[src/rtl/utbs_pkg.sv]
// Shared constants, codes and controller/datapath interface types
// for the upper triangular back substitution block. No dependencies.
package utbs_pkg;

  localparam int unsigned MaxUnknowns = 16;
  localparam int unsigned IdxW        = $clog2(MaxUnknowns);
  localparam int unsigned CntW        = IdxW + 1;
  localparam int unsigned CoefAW      = 2 * IdxW;
  localparam int unsigned DataW       = 32;
  localparam int unsigned FracBits    = 16;
  localparam int unsigned QuotW       = DataW + FracBits;
  localparam int unsigned StepW       = $clog2(QuotW + 1);

  localparam logic [1:0] ActLoadCoef = 2'd0;
  localparam logic [1:0] ActLoadFree = 2'd1;
  localparam logic [1:0] ActSolve    = 2'd2;

  localparam logic [CntW-1:0] UnknownCountReset = CntW'(MaxUnknowns);

  typedef struct packed {
    logic            coef_we;
    logic            free_we;
    logic            rd_term;
    logic            cap_row;
    logic            mul;
    logic            acc;
    logic            div_load;
    logic            div_step;
    logic            wr_x;
    logic [IdxW-1:0] row;
    logic [IdxW-1:0] col;
  } utbs_cmd_t;

  typedef struct packed {
    logic pivot_zero;
  } utbs_sts_t;

endpackage

[src/rtl/utbs_ctrl.sv]
// Sequencing state machine: loads, row/term walk, divider steps, result handoff.
// Depends on utbs_pkg.
module utbs_ctrl (
  input  logic                            clk_i,
  input  logic                            rst_ni,
  input  logic [utbs_pkg::CntW-1:0]       n_i,
  input  logic                            in_valid_i,
  output logic                            in_ready_o,
  input  logic [1:0]                      action_i,
  output logic                            out_valid_o,
  input  logic                            out_ready_i,
  output logic [utbs_pkg::IdxW-1:0]       unknown_index_o,
  output logic                            last_result_o,
  input  utbs_pkg::utbs_sts_t             sts_i,
  output utbs_pkg::utbs_cmd_t             cmd_o
);

  localparam logic [3:0] S_IDLE  = 4'd0;
  localparam logic [3:0] S_ROW   = 4'd1;
  localparam logic [3:0] S_ROWW  = 4'd2;
  localparam logic [3:0] S_TERM  = 4'd3;
  localparam logic [3:0] S_TERMW = 4'd4;
  localparam logic [3:0] S_ACC   = 4'd5;
  localparam logic [3:0] S_DIV0  = 4'd6;
  localparam logic [3:0] S_DIV   = 4'd7;
  localparam logic [3:0] S_WR    = 4'd8;
  localparam logic [3:0] S_OUT   = 4'd9;

  logic [3:0]                  state_q, state_d;
  logic [utbs_pkg::IdxW-1:0]   row_q, row_d;
  logic [utbs_pkg::CntW-1:0]   col_q, col_d;
  logic [utbs_pkg::StepW-1:0]  step_q, step_d;
  logic                        in_acc;
  logic [utbs_pkg::CntW-1:0]   col_first, col_next;

  assign in_ready_o = (state_q == S_IDLE);
  assign in_acc     = in_valid_i && in_ready_o;
  assign col_first  = {1'b0, row_q} + utbs_pkg::CntW'(1);
  assign col_next   = col_q + utbs_pkg::CntW'(1);

  always_comb begin
    state_d      = state_q;
    row_d        = row_q;
    col_d        = col_q;
    step_d       = step_q;
    cmd_o        = '0;
    cmd_o.row    = row_q;
    cmd_o.col    = col_q[utbs_pkg::IdxW-1:0];
    out_valid_o  = 1'b0;
    case (state_q)
      S_IDLE: begin
        if (in_acc) begin
          case (action_i)
            utbs_pkg::ActLoadCoef: cmd_o.coef_we = 1'b1;
            utbs_pkg::ActLoadFree: cmd_o.free_we = 1'b1;
            utbs_pkg::ActSolve: begin
              row_d   = utbs_pkg::IdxW'(n_i - utbs_pkg::CntW'(1));
              state_d = S_ROW;
            end
            default: ;
          endcase
        end
      end
      S_ROW:  state_d = S_ROWW;
      S_ROWW: begin
        cmd_o.cap_row = 1'b1;
        col_d         = col_first;
        state_d       = (col_first < n_i) ? S_TERM : S_DIV0;
      end
      S_TERM: begin
        cmd_o.rd_term = 1'b1;
        state_d       = S_TERMW;
      end
      S_TERMW: begin
        cmd_o.mul = 1'b1;
        state_d   = S_ACC;
      end
      S_ACC: begin
        cmd_o.acc = 1'b1;
        col_d     = col_next;
        state_d   = (col_next < n_i) ? S_TERM : S_DIV0;
      end
      S_DIV0: begin
        step_d = '0;
        if (sts_i.pivot_zero) begin
          state_d = S_WR;
        end else begin
          cmd_o.div_load = 1'b1;
          state_d        = S_DIV;
        end
      end
      S_DIV: begin
        cmd_o.div_step = 1'b1;
        step_d         = step_q + utbs_pkg::StepW'(1);
        if (step_q == utbs_pkg::StepW'(utbs_pkg::QuotW - 1)) begin
          state_d = S_WR;
        end
      end
      S_WR: begin
        cmd_o.wr_x = 1'b1;
        state_d    = S_OUT;
      end
      S_OUT: begin
        out_valid_o = 1'b1;
        if (out_ready_i) begin
          if (row_q == '0) begin
            state_d = S_IDLE;
          end else begin
            row_d   = row_q - utbs_pkg::IdxW'(1);
            state_d = S_ROW;
          end
        end
      end
      default: state_d = S_IDLE;
    endcase
  end

  assign unknown_index_o = row_q;
  assign last_result_o   = (row_q == '0);

  always_ff @(posedge clk_i or negedge rst_ni) begin
    if (!rst_ni) begin
      state_q <= S_IDLE;
      row_q   <= '0;
      col_q   <= '0;
      step_q  <= '0;
    end else begin
      state_q <= state_d;
      row_q   <= row_d;
      col_q   <= col_d;
      step_q  <= step_d;
    end
  end

endmodule

[config.mk]
export PLATFORM = sky130hd
export DESIGN_NAME = utbs_ctrl
export DESIGN_NICKNAME = d
export VERILOG_FILES = /design/src/rtl/utbs_pkg.sv /design/src/rtl/utbs_ctrl.sv
export SDC_FILE = /design/constraint.sdc
export NUM_CORES = 1
export LEC_CHECK = 0
export ABC_AREA = 1
export BUFFER_PORTS_ARGS = -buffer_cell sky130_fd_sc_hd__buf_4
export CORE_ASPECT_RATIO = 1.5
export CORE_MARGIN = 2
export CORE_UTILIZATION = 48
export CTS_CLUSTER_DIAMETER = 100
export DETAILED_ROUTE_END_ITERATION = 6
export GPL_ROUTABILITY_DRIVEN = 0
export PLACE_DENSITY = 0.8
export SYNTH_ARGS = -nofsm -noshare
export SYNTH_HDL_FRONTEND = slang
export SYNTH_SLANG_ARGS = --single-unit
export TNS_END_PERCENT = 5
[constraint.sdc]
create_clock -name clk_i -period 1.7 [get_ports clk_i]
set_input_delay 0.255 -clock clk_i [delete_from_list [all_inputs] [get_ports clk_i]]
set_output_delay 0.255 -clock clk_i [all_outputs]
set_load 0.1 [all_outputs]
======== Word-level counts from Yosys, hierarchy flattened ========
Cells that the tools add are included.
storage, ports and cells
  register bits after elaboration ......... 19
  word-level logic and storage cells ...... 66
  output and inout bits ................... 24
  input port bits ......................... 12
operators by class
  reduce and logical (&&, ||, !) cells .... 9
  $add $sub $neg .......................... 5
  eq/ne operators ......................... 17
  muxes and demuxes ....................... 29
  magnitude comparators ................... 2
operators by type and width
  cell                 count
  $pmux 4 s10          1
  $mux 4               9
  $eq 4x3->1 const B   4
  $mux 1               12
  $pmux 6 s2           1
  $lt 5x5->1           2
  $pmux 5 s2           1
  $eq 4x2->1 const B   2
  $eq 4x4->1 const B   2
  $logic_not 4->1      2
  $pmux 4 s2           1
  $sub 4x1->4 const B  2
  $add 6x1->6 const B  1
  $eq 6x6->1 const B   1
  $mux 3               2
  $ne 2x2->1 const B   3
  $reduce_bool 2->1    3
  $add 4x1->5 const B  1
  $add 5x1->5 const B  1
  $reduce_and 5->1     1
  $eq 4x1->1 const B   1
  $mux 2               2
  $ne 2x1->1 const B   2
  $reduce_and 4->1     1
  other kinds (4)      4

======== Longest topological paths before layout ========
Gate-level depths: netlist of run 1.
  depth in word-level cells ............... 4
  depth in mapped cells ................... 11
  mapped depth without buffers ............ 11

======== Worst setup path after synthesis of run 1 ========
No wires, ideal clock.
  path type ............................... register to output
  from .................................... register state_q[2]
  to ...................................... output port cmd_o[15] (netlist bit)
  stages on the path, launching flop included .. 6
  path buffers ............................ 0
  data required time ...................... 1.445 ns
  path slack .............................. -3.543 ns
  data arrival time ....................... 4.988 ns
  cell sequence ........................... dfrtp_1 -> inv_2 -> nand2_1 -> nor2_1 -> inv_1 -> nor4_1
RTL lines
  element                   line              source
  start: declaration        utbs_ctrl.sv:29   logic [3:0] state_q, state_d;
  start signal: assignment  utbs_ctrl.sv:128  state_q <= state_d;
  end: declaration          utbs_ctrl.sv:15   output utbs_pkg::utbs_cmd_t cmd_o

======== Final worst setup path of run 1 ========
  from .................................... register col_q[1] (netlist bit)
  to ...................................... register state_q[2]
between the ends
  longest elaborated chain between the ends .. 4
RTL lines
  element                   line              source
  start: declaration        utbs_ctrl.sv:31   logic [utbs_pkg::CntW-1:0] col_q, col_d;
  start signal: assignment  utbs_ctrl.sv:130  col_q <= col_d;
  $add 5x1->5               utbs_ctrl.sv:39   assign col_next = col_q + utbs_pkg::CntW'(1);
  $lt 5x5->1                utbs_ctrl.sv:81   state_d = (col_next < n_i) ? S_TERM : S_DIV0;
  $mux 3                    utbs_ctrl.sv:81
  $pmux 4 s10               utbs_ctrl.sv:50   case (state_q)
No other way between the ends.
A chain may end at the register's enable or synchronous reset.

==> metrics.txt, run 1 <==
# TYPE chip_impl_metric gauge
chip_impl_metric{name="drt_iter0_markers",unit=""} 46
chip_impl_metric{name="clock_path_buffers",unit=""} 2
chip_impl_metric{name="dpl.hpwl",unit="mm"} 3.00
chip_impl_metric{name="io_buffers",unit=""} 35
chip_impl_metric{name="wl_per_cell",unit="um"} 13.0
chip_impl_metric{name="setup_violations",unit=""} 4
chip_impl_metric{name="io_pins",unit=""} 36
chip_impl_metric{name="clkLatencyLatePin",unit="ns"} 0.25
chip_impl_metric{name="synthesis.yosys.warnings",unit=""} 0
chip_impl_metric{name="post-route-min-period",unit="ns"} 1.76
chip_impl_metric{name="track_usage",unit="%"} 23.5
chip_impl_metric{name="first_global_vias",unit=""} 1548
chip_impl_metric{name="nets",unit=""} 291
chip_impl_metric{name="detail-route-antenna-nets",unit=""} 0
chip_impl_metric{name="cts.sink_count",unit=""} 19
chip_impl_metric{name="synthDominantCellAreaShare",unit="%"} 30.6
chip_impl_metric{name="cts-buffers-inserted",unit=""} 3
chip_impl_info{name="rsz0062_at_grt",value="true"} 1
chip_impl_metric{name="first_pass_grt_wire_length",unit="mm"} 6.78
chip_impl_metric{name="synthesis.area",unit="um^2"} 1560
chip_impl_metric{name="max-cap-violations",unit=""} 0
chip_impl_metric{name="detail_route.first_pass.iterations",unit=""} 4
chip_impl_info{name="timing.critical_path.from",value="col_q[1]$_DFFE_PN0P_"} 1
chip_impl_metric{name="dpl.cell_count",unit=""} 297
chip_impl_metric{name="grt_max_degree",unit=""} 20
chip_impl_info{name="final_common_cell",value="nand2_1"} 1
chip_impl_info{name="cts.root.buffer_cell",value="clkbuf_8"} 1
chip_impl_metric{name="instances_no_fill",unit=""} 305
chip_impl_metric{name="final_min_period_over_clock_period",unit="%"} 104
chip_impl_metric{name="synthDistinctLibCells",unit=""} 25
chip_impl_metric{name="drt-vias-per-instance",unit=""} 5.11
chip_impl_metric{name="timing.critical_path.fanout_max",unit=""} 2
chip_impl_info{name="outcome",value="complete, but fails checks"} 1
chip_impl_metric{name="clock.fmax",unit="MHz"} 567
chip_impl_metric{name="vias",unit=""} 1560
chip_impl_metric{name="regArea",unit="um^2"} 477
chip_impl_metric{name="grt_antenna_before_repair",unit=""} 0
chip_impl_metric{name="synthesized_netlist_net_count",unit=""} 240
chip_impl_metric{name="drive_above_1_share",unit="%"} 35.5
chip_impl_metric{name="hold_violations",unit=""} 0
chip_impl_metric{name="max-slew-margin-rel",unit="%"} 81.5
chip_impl_info{name="tritoncts",value="yes"} 1
chip_impl_metric{name="yosysSeqAreaShare",unit="%"} 30.6
chip_impl_metric{name="floorplan.initialDensity",unit="%"} 49.7
chip_impl_metric{name="report.final.slew_viol_count",unit=""} 0
chip_impl_metric{name="detail_route.drc_violations",unit=""} 0
chip_impl_metric{name="timing.critical_path.required",unit="ns"} 1.83
chip_impl_info{name="critical_path.endpoint_type",value="flip-flop"} 1
chip_impl_metric{name="worst_slew_pin_slew",unit="ns"} 0.278
chip_impl_metric{name="synth.avg_cell_area",unit="um^2"} 7.23
chip_impl_info{name="violations",value="negative setup slack"} 1
chip_impl_metric{name="areaGrowthSynthToFinish",unit="%"} 41.7
chip_impl_info{name="layout.cells.most_common_list",value="nand2_1 (44), buf_4 (42), inv_1 (30)"} 1
chip_impl_metric{name="postLayoutSetupSlackWorst",unit="ns"} -0.0644
chip_impl_metric{name="multiInputGateArea",unit="um^2"} 977
chip_impl_metric{name="die_area",unit="um^2"} 3720
chip_impl_info{name="worstSetupStartpointType",value="flip-flop"} 1
chip_impl_info{name="critical_path.reg2reg.startpoint",value="col_q[1]$_DFFE_PN0P_"} 1
chip_impl_metric{name="clock-skew-final",unit="ns"} 0.00104
chip_impl_info{name="hp-class",value="input pin to flip-flop"} 1
chip_impl_info{name="timing.hold.worst.start",value="out_ready_i"} 1
chip_impl_info{name="post_synth_main_area_contributors",value="dfrtp_1 (31%), nand2_1 (12%), ha_1 (10%), inv_1 (8.7%), nand3_1 (5.5%)"} 1
chip_impl_metric{name="filler_cell_count",unit=""} 249
chip_impl_metric{name="vertical_die_dimension",unit="um"} 73.7
chip_impl_metric{name="core",unit="um^2"} 3130
chip_impl_metric{name="n_antenna_cell",unit=""} 0
chip_impl_metric{name="seq_cells_post_synth",unit=""} 19
chip_impl_metric{name="globalRouteOverflowTotal",unit=""} 0
chip_impl_metric{name="die_x",unit="um"} 50.5
chip_impl_metric{name="postSynthCellCount",unit=""} 215
chip_impl_metric{name="fp-row-count",unit=""} 25
chip_impl_metric{name="ctsHtreeMaxLevel",unit=""} 1
chip_impl_info{name="critPathKind",value="flip-flop to flip-flop"} 1
chip_impl_metric{name="crit_arrival",unit="ns"} 1.89
chip_impl_info{name="synth_top_cell_by_area",value="dfrtp_1"} 1
chip_impl_metric{name="worst_setup_hold_path_clk_slew",unit="ns"} 0.07
chip_impl_metric{name="totalWireLength",unit="mm"} 3.95
==> repair_timing <==
action                                  CTS  global route
setup buffers                             3             0
endpoints found under the setup margin   11            15
gates cloned                              0             0
pin swaps                                 8             5
hold buffers                              1             0
gates resized for setup                  25            17
hold endpoints to repair                 19             0
==> stage by stage <==
stage | hold slack (ns) | TNS [ns] | worst slack (ns) | utilization (%) | area (um^2)
2_1_floorplan | -0.0406 | -9.56 | -0.959 | - | 1610
6_report | 0.289 | -0.166 | -0.0644 | 70.4 | 2200
3_3_place_gp | 0.146 | 0 | 0.00224 | 63.0 | 1970
5_1_grt | 0.309 | -0.599 | -0.170 | 70.4 | 2200
4_1_cts | 0.289 | -0.0580 | -0.0408 | 68.4 | 2140
3_5_place_dp | 0.147 | -0.127 | -0.0686 | 63.0 | 1970
==> cell type report <==
class	count	area share (%)
multi-input combinational	149	44.3
tap	40	2.27
timing repair buffer	54	22.9
clock buffer	4	2.04
inverter	39	6.76
sequential	19	21.6
==> worst max-delay path: stages (launching register included) <==
cell and delay, ns:
dfrtp_1 0.36, ha_2 0.20, nand3_2 0.09, xnor2_2 0.15, ha_1 0.31, a21oi_1 0.26, nand3_1 0.11, nand2_1 0.07
nand4_1 0.09
==> flip-flops by register name, indices dropped and copies added, names as in the netlist <==
| register | cells |
|---|---|
| state_q | 4 |
| unknown_index_o | 4 |
| col_q | 5 |
| step_q | 6 |
==> path summary, 6_finish.rpt <==
kind,cells past startpoint,end,slack (ns)
max in group asynchronous,2,unknown_index_o[0]$_DFFE_PN0P_,1.07
max reg2reg,8,state_q[2]$_DFFE_PN0P_,-0.06
min in group asynchronous,2,col_q[3]$_DFFE_PN0P_,0.41
max,8,state_q[2]$_DFFE_PN0P_,-0.06
min,3,state_q[3]$_DFFE_PN0P_,0.29
min reg2reg,1,step_q[4]$_DFFE_PN0P_,0.51
==> per-layer routing <==
metal,track usage (%),share of wire [%]
met4,8.71,1.2
met3,3.86,4.1
met2,42.1,57
met5,0,0
met1,27.9,38
==> cells by family after synthesis <==
family / Yosys count / share of synthesized area (%)
flip-flops: 19 / 30.6
AO/OA/AOI/OAI: 25 / 9.25
adder cells (fa/ha/maj): 13 / 10.5
buffers and inverters: 47 / 13.4
XOR/XNOR: 7 / 3.94
AND/OR/NAND/NOR: 104 / 32.3
==> synthesized netlist by cell type <==
library cell / number
inv_1: 36
nor3_1: 3
nand4_1: 7
nand2_1: 48
inv_2: 2
a22o_2: 1
o211ai_1: 1
dfrtp_1: 19
buf_4: 8
inv_4: 1
nand2_4: 2
nor2_4: 6
ha_1: 13
nand3_1: 17
nor2_1: 18
o21ai_0: 12
xnor2_1: 2
or2_4: 1
o221ai_1: 1
nor4_1: 2
o22ai_1: 2
xor2_1: 5
a21oi_1: 6
o21bai_1: 1
o31ai_1: 1
Power of run 1 is not shown: default switching activity piles up to over one toggle a cycle in this logic, so the estimate is an artifact.
==> run 2, diff against run 1 <==
--- a/config.mk
+++ b/config.mk
@@ -7,6 +7,7 @@
 export LEC_CHECK = 0
 export ABC_AREA = 1
 export BUFFER_PORTS_ARGS = -buffer_cell sky130_fd_sc_hd__buf_4
+export CAP_MARGIN = 20
 export CORE_ASPECT_RATIO = 1.5
 export CORE_MARGIN = 2
 export CORE_UTILIZATION = 48
@@ -14,6 +15,7 @@
 export DETAILED_ROUTE_END_ITERATION = 6
 export GPL_ROUTABILITY_DRIVEN = 0
 export PLACE_DENSITY = 0.8
+export SLEW_MARGIN = 20
 export SYNTH_ARGS = -nofsm -noshare
 export SYNTH_HDL_FRONTEND = slang
 export SYNTH_SLANG_ARGS = --single-unit
==> constraint.sdc (replaced) <==
create_clock -name clk_i -period 1.5 [get_ports clk_i]
set_input_delay 0.225 -clock clk_i [delete_from_list [all_inputs] [get_ports clk_i]]
set_output_delay 0.225 -clock clk_i [all_outputs]
set_load 0.1 [all_outputs]
==> run 2 against run 1 <==
Effect of this change: the flow still finishes with violations (negative setup slack); register-to-register slack got worse by 0.20 ns; routed wire length rose by 19%; clock skew rose by 0.0035 ns; critical path type unchanged; fmax fell by 0.17%; utilization rose by 8.6 points; die area did not move; first-iteration DRC count rose by 22%; global-route usage rose by 1.3 points.
==> metrics.txt, run 2 (synthesis results as in run 1) <==
# TYPE chip_impl_metric gauge
chip_impl_info{name="outcome",value="complete, but fails checks"} 1
chip_impl_info{name="violations",value="negative setup slack"} 1
chip_impl_metric{name="io_buffers",unit=""} 35
chip_impl_info{name="cts.root.buffer_cell",value="clkbuf_8"} 1
chip_impl_metric{name="grt_antenna_before_repair",unit=""} 0
chip_impl_metric{name="hold-worst-slack",unit="ns"} 0.355
chip_impl_metric{name="crit_arrival",unit="ns"} 1.92
chip_impl_metric{name="setup_violations",unit=""} 15
chip_impl_metric{name="totalWireLength",unit="mm"} 4.69
chip_impl_metric{name="vertical_die_dimension",unit="um"} 73.7
chip_impl_metric{name="cts-buffers-inserted",unit=""} 3
chip_impl_metric{name="io_pins",unit=""} 36
chip_impl_metric{name="drt_iter0_markers",unit=""} 56
chip_impl_info{name="largest_registers",value="step_q: 6 flops, col_q: 5 flops"} 1
chip_impl_metric{name="track_usage",unit="%"} 24.8
chip_impl_metric{name="filler_cell_count",unit=""} 201
chip_impl_metric{name="dpl.cell_count",unit=""} 323
chip_impl_metric{name="fp-row-count",unit=""} 25
chip_impl_metric{name="first_global_vias",unit=""} 1631
chip_impl_info{name="critPathKind",value="flip-flop to flip-flop"} 1
chip_impl_metric{name="drt-vias-per-instance",unit=""} 5.12
chip_impl_metric{name="detail_route.first_pass.iterations",unit=""} 4
chip_impl_metric{name="n_antenna_cell",unit=""} 0
chip_impl_metric{name="timing.critical_path.required",unit="ns"} 1.65
chip_impl_metric{name="postLayoutSetupSlackWorst",unit="ns"} -0.268
chip_impl_metric{name="clock-skew-final",unit="ns"} 0.00453
chip_impl_metric{name="final_min_period_over_clock_period",unit="%"} 118
chip_impl_metric{name="hold_violations",unit=""} 0
chip_impl_metric{name="drive_above_1_share",unit="%"} 45.2
chip_impl_metric{name="nets",unit=""} 318
chip_impl_info{name="largest-register",value="step_q"} 1
chip_impl_metric{name="worst_slew_pin_slew",unit="ns"} 0.280
chip_impl_metric{name="grt_max_degree",unit=""} 20
chip_impl_metric{name="die_area",unit="um^2"} 3720
chip_impl_metric{name="max-cap-violations",unit=""} 0
chip_impl_metric{name="floorplan.initialDensity",unit="%"} 49.7
chip_impl_metric{name="areaGrowthSynthToFinish",unit="%"} 59.1
chip_impl_metric{name="largest_reg_flops",unit=""} 6
chip_impl_metric{name="globalRouteOverflowTotal",unit=""} 0
chip_impl_info{name="hp-class",value="input pin to flip-flop"} 1
chip_impl_metric{name="first_pass_grt_wire_length",unit="mm"} 6.96
chip_impl_metric{name="max-slew-margin-rel",unit="%"} 81.5
chip_impl_metric{name="vias",unit=""} 1700
chip_impl_info{name="rsz0062_at_grt",value="true"} 1
chip_impl_metric{name="worst_setup_hold_path_clk_slew",unit="ns"} 0.08
chip_impl_info{name="worstSetupStartpointType",value="flip-flop"} 1
chip_impl_metric{name="timing.critical_path.fanout_max",unit=""} 2
chip_impl_metric{name="wl_per_cell",unit="um"} 14.1
chip_impl_metric{name="post-route-min-period",unit="ns"} 1.77
chip_impl_info{name="tritoncts",value="yes"} 1
chip_impl_metric{name="clock_path_buffers",unit=""} 2
chip_impl_info{name="critical_path.endpoint_type",value="flip-flop"} 1
chip_impl_metric{name="report.final.slew_viol_count",unit=""} 0
chip_impl_metric{name="die_x",unit="um"} 50.5
chip_impl_metric{name="instances_no_fill",unit=""} 332
chip_impl_metric{name="utilization_after_layout",unit="%"} 79.1
chip_impl_metric{name="dpl.hpwl",unit="mm"} 3.30
chip_impl_metric{name="clock.fmax",unit="MHz"} 566
chip_impl_metric{name="r2r_slack",unit="ns"} -0.27
chip_impl_metric{name="cts.sink_count",unit=""} 19
chip_impl_metric{name="clkLatencyLatePin",unit="ns"} 0.26
chip_impl_info{name="layout.cells.most_common_list",value="buf_4 (69), nand2_1 (45), inv_1 (28)"} 1
chip_impl_metric{name="detail-route-antenna-nets",unit=""} 0
chip_impl_info{name="final_common_cell",value="buf_4"} 1
chip_impl_metric{name="ctsHtreeMaxLevel",unit=""} 1
chip_impl_metric{name="detail_route.drc_violations",unit=""} 0
chip_impl_metric{name="core",unit="um^2"} 3130
## run 2: cell count changes in the layout (fill, tap and decap cells not counted), sizes merged
| cell | change |
|---|---|
| buf | +27 |
## run 2: metrics by stage
step	instance area, um^2	setup WS (ns)	setup TNS [ns]
4_1_cts	2340	-0.210	-2.11
6_report	2470	-0.268	-1.99
3_3_place_gp	2170	-0.167	-0.675
5_1_grt	2470	-0.373	-3.48
3_5_place_dp	2170	-0.245	-0.916
2_1_floorplan	1610	-1.13	-13.06
## run 2: final timing paths
kind / end / cells past startpoint / from
worst max-delay path: state_q[0]$_DFFE_PN0P_ / 11 / col_q[1]$_DFFE_PN0P_
worst min-delay path: state_q[3]$_DFFE_PN0P_ / 4 / out_ready_i
worst max register to register: state_q[0]$_DFFE_PN0P_ / 11 / col_q[1]$_DFFE_PN0P_
worst min register to register: step_q[4]$_DFFE_PN0P_ / 1 / step_q[4]$_DFFE_PN0P_
max in group asynchronous: unknown_index_o[1]$_DFFE_PN0P_ / 2 / rst_ni
min in group asynchronous: step_q[0]$_DFFE_PN0P_ / 2 / rst_ni
## run 2: what timing repair did
action	CTS	global route
pin swaps	7	11
endpoints found under the setup margin	21	25
buffers inserted	4	0
gates resized for setup	21	37
gates cloned	0	0
hold buffers	1	0
hold endpoints to repair	19	0
## run 2: critical path: stages (launching register included)
cell and delay, ns:
dfrtp_1 0.37, ha_2 0.21, nand3_2 0.09, xnor2_2 0.17, ha_1 0.31, nand2_1 0.06
inv_1 0.07, nand4_1 0.11, nand4_1 0.10, nand3_1 0.07, nand2_1 0.06, nand2_1 0.05
## run 2: cell type report
class | instances | area (um^2) | share of cell area (%)
clock buffer | 4 | 45.0 | 1.82
tap | 40 | 50.0 | 2.02
sequential | 19 | 478 | 19.3
inverter | 39 | 149 | 6.02
multi-input combinational | 149 | 1040 | 42.0
timing repair buffer | 81 | 713 | 28.8
## run 2: layer usage
layer,routed length [um],vias up,GRT usage (%)
li1,-,841,-
met1,1650,792,25.2
met2,2720,53,49.4
met3,170,14,1.83
met4,146,0,12.3
met5,0,-,0
Power of run 2 is left out for the same reason.
==> run 3, diff against run 2 <==
--- a/config.mk
+++ b/config.mk
@@ -5,16 +5,15 @@
 export SDC_FILE = /design/constraint.sdc
 export NUM_CORES = 1
 export LEC_CHECK = 0
-export ABC_AREA = 1
 export BUFFER_PORTS_ARGS = -buffer_cell sky130_fd_sc_hd__buf_4
 export CAP_MARGIN = 20
 export CORE_ASPECT_RATIO = 1.5
 export CORE_MARGIN = 2
-export CORE_UTILIZATION = 48
+export CORE_UTILIZATION = 49
 export CTS_CLUSTER_DIAMETER = 100
 export DETAILED_ROUTE_END_ITERATION = 6
 export GPL_ROUTABILITY_DRIVEN = 0
-export PLACE_DENSITY = 0.8
+export PLACE_DENSITY = 0.81
 export SLEW_MARGIN = 20
 export SYNTH_ARGS = -nofsm -noshare
 export SYNTH_HDL_FRONTEND = slang
==> run 3 against run 2 <==
Effect of this change: the run still ends with negative setup slack left; via count up 0.88%; die area is 0.74% higher; final cell count down 9.9%; critical path type is now flip-flop to output pin; synthesized area rose by 2.9%; worst setup slack lost 0.17 ns.
==> metrics.txt, run 3 <==
# TYPE chip_impl_metric gauge
chip_impl_info{name="outcome",value="complete, but fails checks"} 1
chip_impl_info{name="violations",value="negative setup slack"} 1
chip_impl_metric{name="instances_no_fill",unit=""} 299
chip_impl_info{name="tritoncts",value="yes"} 1
chip_impl_metric{name="globalRouteOverflowTotal",unit=""} 0
chip_impl_info{name="rsz0062_at_grt",value="true"} 1
chip_impl_metric{name="floorplan.initialDensity",unit="%"} 51.2
chip_impl_info{name="cts.root.buffer_cell",value="clkbuf_8"} 1
chip_impl_metric{name="max-slew-margin-rel",unit="%"} 80.8
chip_impl_metric{name="synthesis.yosys.warnings",unit=""} 0
chip_impl_metric{name="nets",unit=""} 285
chip_impl_metric{name="postSynthCellCount",unit=""} 187
chip_impl_metric{name="ctsHtreeMaxLevel",unit=""} 1
chip_impl_metric{name="clkLatencyLatePin",unit="ns"} 0.25
chip_impl_metric{name="setup_violations",unit=""} 23
chip_impl_metric{name="timing.reg2reg.worst_path_depth",unit=""} 8
chip_impl_metric{name="first_global_vias",unit=""} 1737
chip_impl_metric{name="timing.critical_path.fanout_max",unit=""} 4
chip_impl_metric{name="timing.critical_path.required",unit="ns"} 1.27
chip_impl_metric{name="n_antenna_cell",unit=""} 0
chip_impl_metric{name="postLayoutSetupSlackWorst",unit="ns"} -0.442
chip_impl_metric{name="utilization_after_layout",unit="%"} 80.3
chip_impl_info{name="synth_top_cell_by_area",value="dfrtp_1"} 1
chip_impl_metric{name="drive_above_1_share",unit="%"} 47.9
chip_impl_metric{name="vertical_die_dimension",unit="um"} 74.0
chip_impl_metric{name="crit_arrival",unit="ns"} 1.72
chip_impl_info{name="largest-register",value="step_q"} 1
chip_impl_info{name="critical_path.reg2reg.endpoint",value="state_q[2]$_DFFE_PN0P_"} 1
chip_impl_metric{name="wl_per_cell",unit="um"} 16.9
chip_impl_metric{name="detail_route.drc_violations",unit=""} 0
chip_impl_info{name="hp-class",value="input pin to flip-flop"} 1
chip_impl_metric{name="grt_antenna_before_repair",unit=""} 0
chip_impl_metric{name="postSynth.asyncResetShare",unit="%"} 100
chip_impl_metric{name="cts.sink_count",unit=""} 19
chip_impl_metric{name="clock.fmax",unit="MHz"} 515
chip_impl_info{name="largest_registers",value="step_q: 6 flops, col_q: 5 flops"} 1
chip_impl_metric{name="detail-route-antenna-nets",unit=""} 0
chip_impl_info{name="yosys.cell_count.top_type",value="dfrtp_1"} 1
chip_impl_info{name="synth_flop_cell",value="dfrtp_1"} 1
chip_impl_metric{name="io_buffers",unit=""} 35
chip_impl_metric{name="clock_path_buffers",unit=""} 2
chip_impl_metric{name="regArea",unit="um^2"} 475
chip_impl_metric{name="totalWireLength",unit="mm"} 5.07
chip_impl_metric{name="yosysSeqAreaShare",unit="%"} 29.7
chip_impl_info{name="worstSetupStartpointType",value="flip-flop"} 1
chip_impl_metric{name="synthDominantCellAreaShare",unit="%"} 29.7
chip_impl_metric{name="filler_cell_count",unit=""} 204
chip_impl_metric{name="multiInputGateArea",unit="um^2"} 1120
chip_impl_metric{name="clock-skew-final",unit="ns"} 0.00195
chip_impl_metric{name="share_of_synthesized_cell_area_in_and_or_nand_and_nor_gates",unit="%"} 23.8
chip_impl_metric{name="seq_cells_post_synth",unit=""} 19
chip_impl_metric{name="worst_setup_hold_path_clk_slew",unit="ns"} 0.07
chip_impl_metric{name="areaGrowthSynthToFinish",unit="%"} 56.9
chip_impl_metric{name="vias",unit=""} 1715
chip_impl_metric{name="totalNegativeSetupSlack",unit="ns"} -6.10
chip_impl_metric{name="report.final.slew_viol_count",unit=""} 0
chip_impl_metric{name="first_pass_grt_wire_length",unit="mm"} 7.56
chip_impl_info{name="hold_path_end",value="state_q[3]$_DFFE_PN0P_"} 1
chip_impl_metric{name="grt_max_degree",unit=""} 20
chip_impl_info{name="largest_family_of_logic_cells_by_synthesized_area",value="simple AND/OR/NAND/NOR gates"} 1
chip_impl_metric{name="core",unit="um^2"} 3130
chip_impl_metric{name="hold_depth",unit=""} 2
chip_impl_metric{name="global_route.usage.met2",unit="%"} 51.9
chip_impl_metric{name="r2r_slack",unit="ns"} -0.44
chip_impl_metric{name="hold_violations",unit=""} 0
chip_impl_metric{name="largest_reg_flops",unit=""} 6
chip_impl_info{name="critical_path.endpoint_type",value="output pin"} 1
chip_impl_metric{name="post-route-min-period",unit="ns"} 1.94
chip_impl_metric{name="synthesized_netlist_net_count",unit=""} 212
chip_impl_info{name="critical_path.reg2reg.startpoint",value="col_q[0]$_DFFE_PN0P_"} 1
chip_impl_info{name="grt.busiest_layer",value="met2"} 1
chip_impl_info{name="timing.hold.worst.start",value="out_ready_i"} 1
chip_impl_info{name="post_synth_main_area_contributors",value="dfrtp_1 (30%), ha_1 (10%), buf_4 (4.2%), a21oi_1 (4.1%), nand2_1 (4.0%)"} 1
chip_impl_metric{name="drt_iter0_markers",unit=""} 72
chip_impl_metric{name="dpl.hpwl",unit="mm"} 3.28
chip_impl_metric{name="mux_contribution_to_synthesized_area",unit="%"} 3.36
chip_impl_metric{name="met1_usage",unit="%"} 26.9
chip_impl_metric{name="synthDistinctLibCells",unit=""} 51
chip_impl_info{name="layout.cells.most_common_list",value="buf_4 (64), dfrtp_1 (19), nand2_1 (16)"} 1
chip_impl_metric{name="io_pins",unit=""} 36
chip_impl_metric{name="synthAdderAreaFrac",unit="%"} 10.2
chip_impl_metric{name="synth_edf_count",unit=""} 0
chip_impl_info{name="critPathKind",value="flip-flop to output pin"} 1
chip_impl_metric{name="max-cap-violations",unit=""} 0
chip_impl_metric{name="dpl.cell_count",unit=""} 291
chip_impl_metric{name="final_min_period_over_clock_period",unit="%"} 129
chip_impl_metric{name="track_usage",unit="%"} 26.3
chip_impl_metric{name="groute.layer.met3.usage",unit="%"} 3.41
chip_impl_metric{name="die_x",unit="um"} 50.7
chip_impl_metric{name="die_area",unit="um^2"} 3750
chip_impl_metric{name="fp-row-count",unit=""} 25
chip_impl_metric{name="synth_xor_area_share",unit="%"} 3.28
chip_impl_info{name="ys_top_cells_by_count",value="dfrtp_1 (19), nand2_1 (17), a21oi_1 (13), ha_1 (13), nor2_1 (12)"} 1
chip_impl_metric{name="worst_slew_pin_slew",unit="ns"} 0.287
chip_impl_info{name="final_common_cell",value="buf_4"} 1
chip_impl_metric{name="synth.avg_cell_area",unit="um^2"} 8.56
chip_impl_metric{name="synthesis.area",unit="um^2"} 1600
chip_impl_metric{name="drt-vias-per-instance",unit=""} 5.74
chip_impl_metric{name="cts-buffers-inserted",unit=""} 3
chip_impl_metric{name="synth_compound_gate_area_share",unit="%"} 19.3
chip_impl_metric{name="detail_route.first_pass.iterations",unit=""} 6
[run 3: cell count changes after synthesis, sizes merged, moves of 8 or more]
cell and change:
nor2 -11, a21oi +8, nand2 -33, nand3 -10, inv -27
[run 3: area by class of cell]
cell class | count | share of cell area [%]
clock buffers | 4 | 1.79
multi-input cells | 139 | 44.6
flip-flops and latches | 19 | 18.9
repair buffers | 84 | 30.5
inverters | 13 | 2.14
well taps | 40 | 1.99
[run 3: per-stage QoR]
step                hold WS (ns)  worst slack (ns)  instance area (um^2)
floorplan                -0.0706             -1.59                  1630
CTS                        0.198            -0.418                  2390
finish                     0.207            -0.442                  2510
detailed placement         0.125            -0.385                  2160
global placement           0.119            -0.263                  2160
global route               0.197            -0.533                  2510
[run 3: timing repair]
item,CTS,global route
setup endpoints to repair,28,27
setup buffers,2,1
gates resized for setup,39,26
pin swaps,8,4
hold buffers,1,0
endpoints found under the hold margin,19,0
[run 3: cell families (layout without fill, tap and decap cells)]
kind of cell | Yosys count | count (layout)
and+or+nand+nor | 68 | 68
AOI/OAI and AO/OA | 47 | 47
buffers and inverters | 29 | 101
DFF | 19 | 19
adders and majority gates | 13 | 13
xor gates and xnor gates | 6 | 6
muxes | 5 | 5
[run 3: worst max path at each step]
stage                                      start                      to  slack, ns  depth (start not counted)
after floorplan           state_q[0]$_DFFE_PN0P_               cmd_o[16]      -1.59                          3
after global placement      col_q[0]$_DFFE_PN0P_  state_q[2]$_DFFE_PN0P_      -0.26                          8
after detailed placement    col_q[0]$_DFFE_PN0P_  state_q[2]$_DFFE_PN0P_      -0.38                          8
after CTS                 state_q[1]$_DFFE_PN0P_               cmd_o[16]      -0.42                          5
after global routing      state_q[1]$_DFFE_PN0P_               cmd_o[16]      -0.53                          5
final                     state_q[1]$_DFFE_PN0P_               cmd_o[16]      -0.44                          5
[run 3: per-layer routing]
layer / wire (um) / vias up
met3: 220 / 14
met1: 1810 / 841
met4: 168 / 0
li1: - / 805
met2: 2870 / 55
met5: 0 / -
[run 3: worst max-delay path, stage by stage (launching register included)]
cell	delay, ns
dfrtp_1	0.41
buf_6	0.14
nor4_4	0.29
buf_4	0.17
nor4bb_4	0.19
buf_6	0.26
Power of run 3 is left out for the same reason.
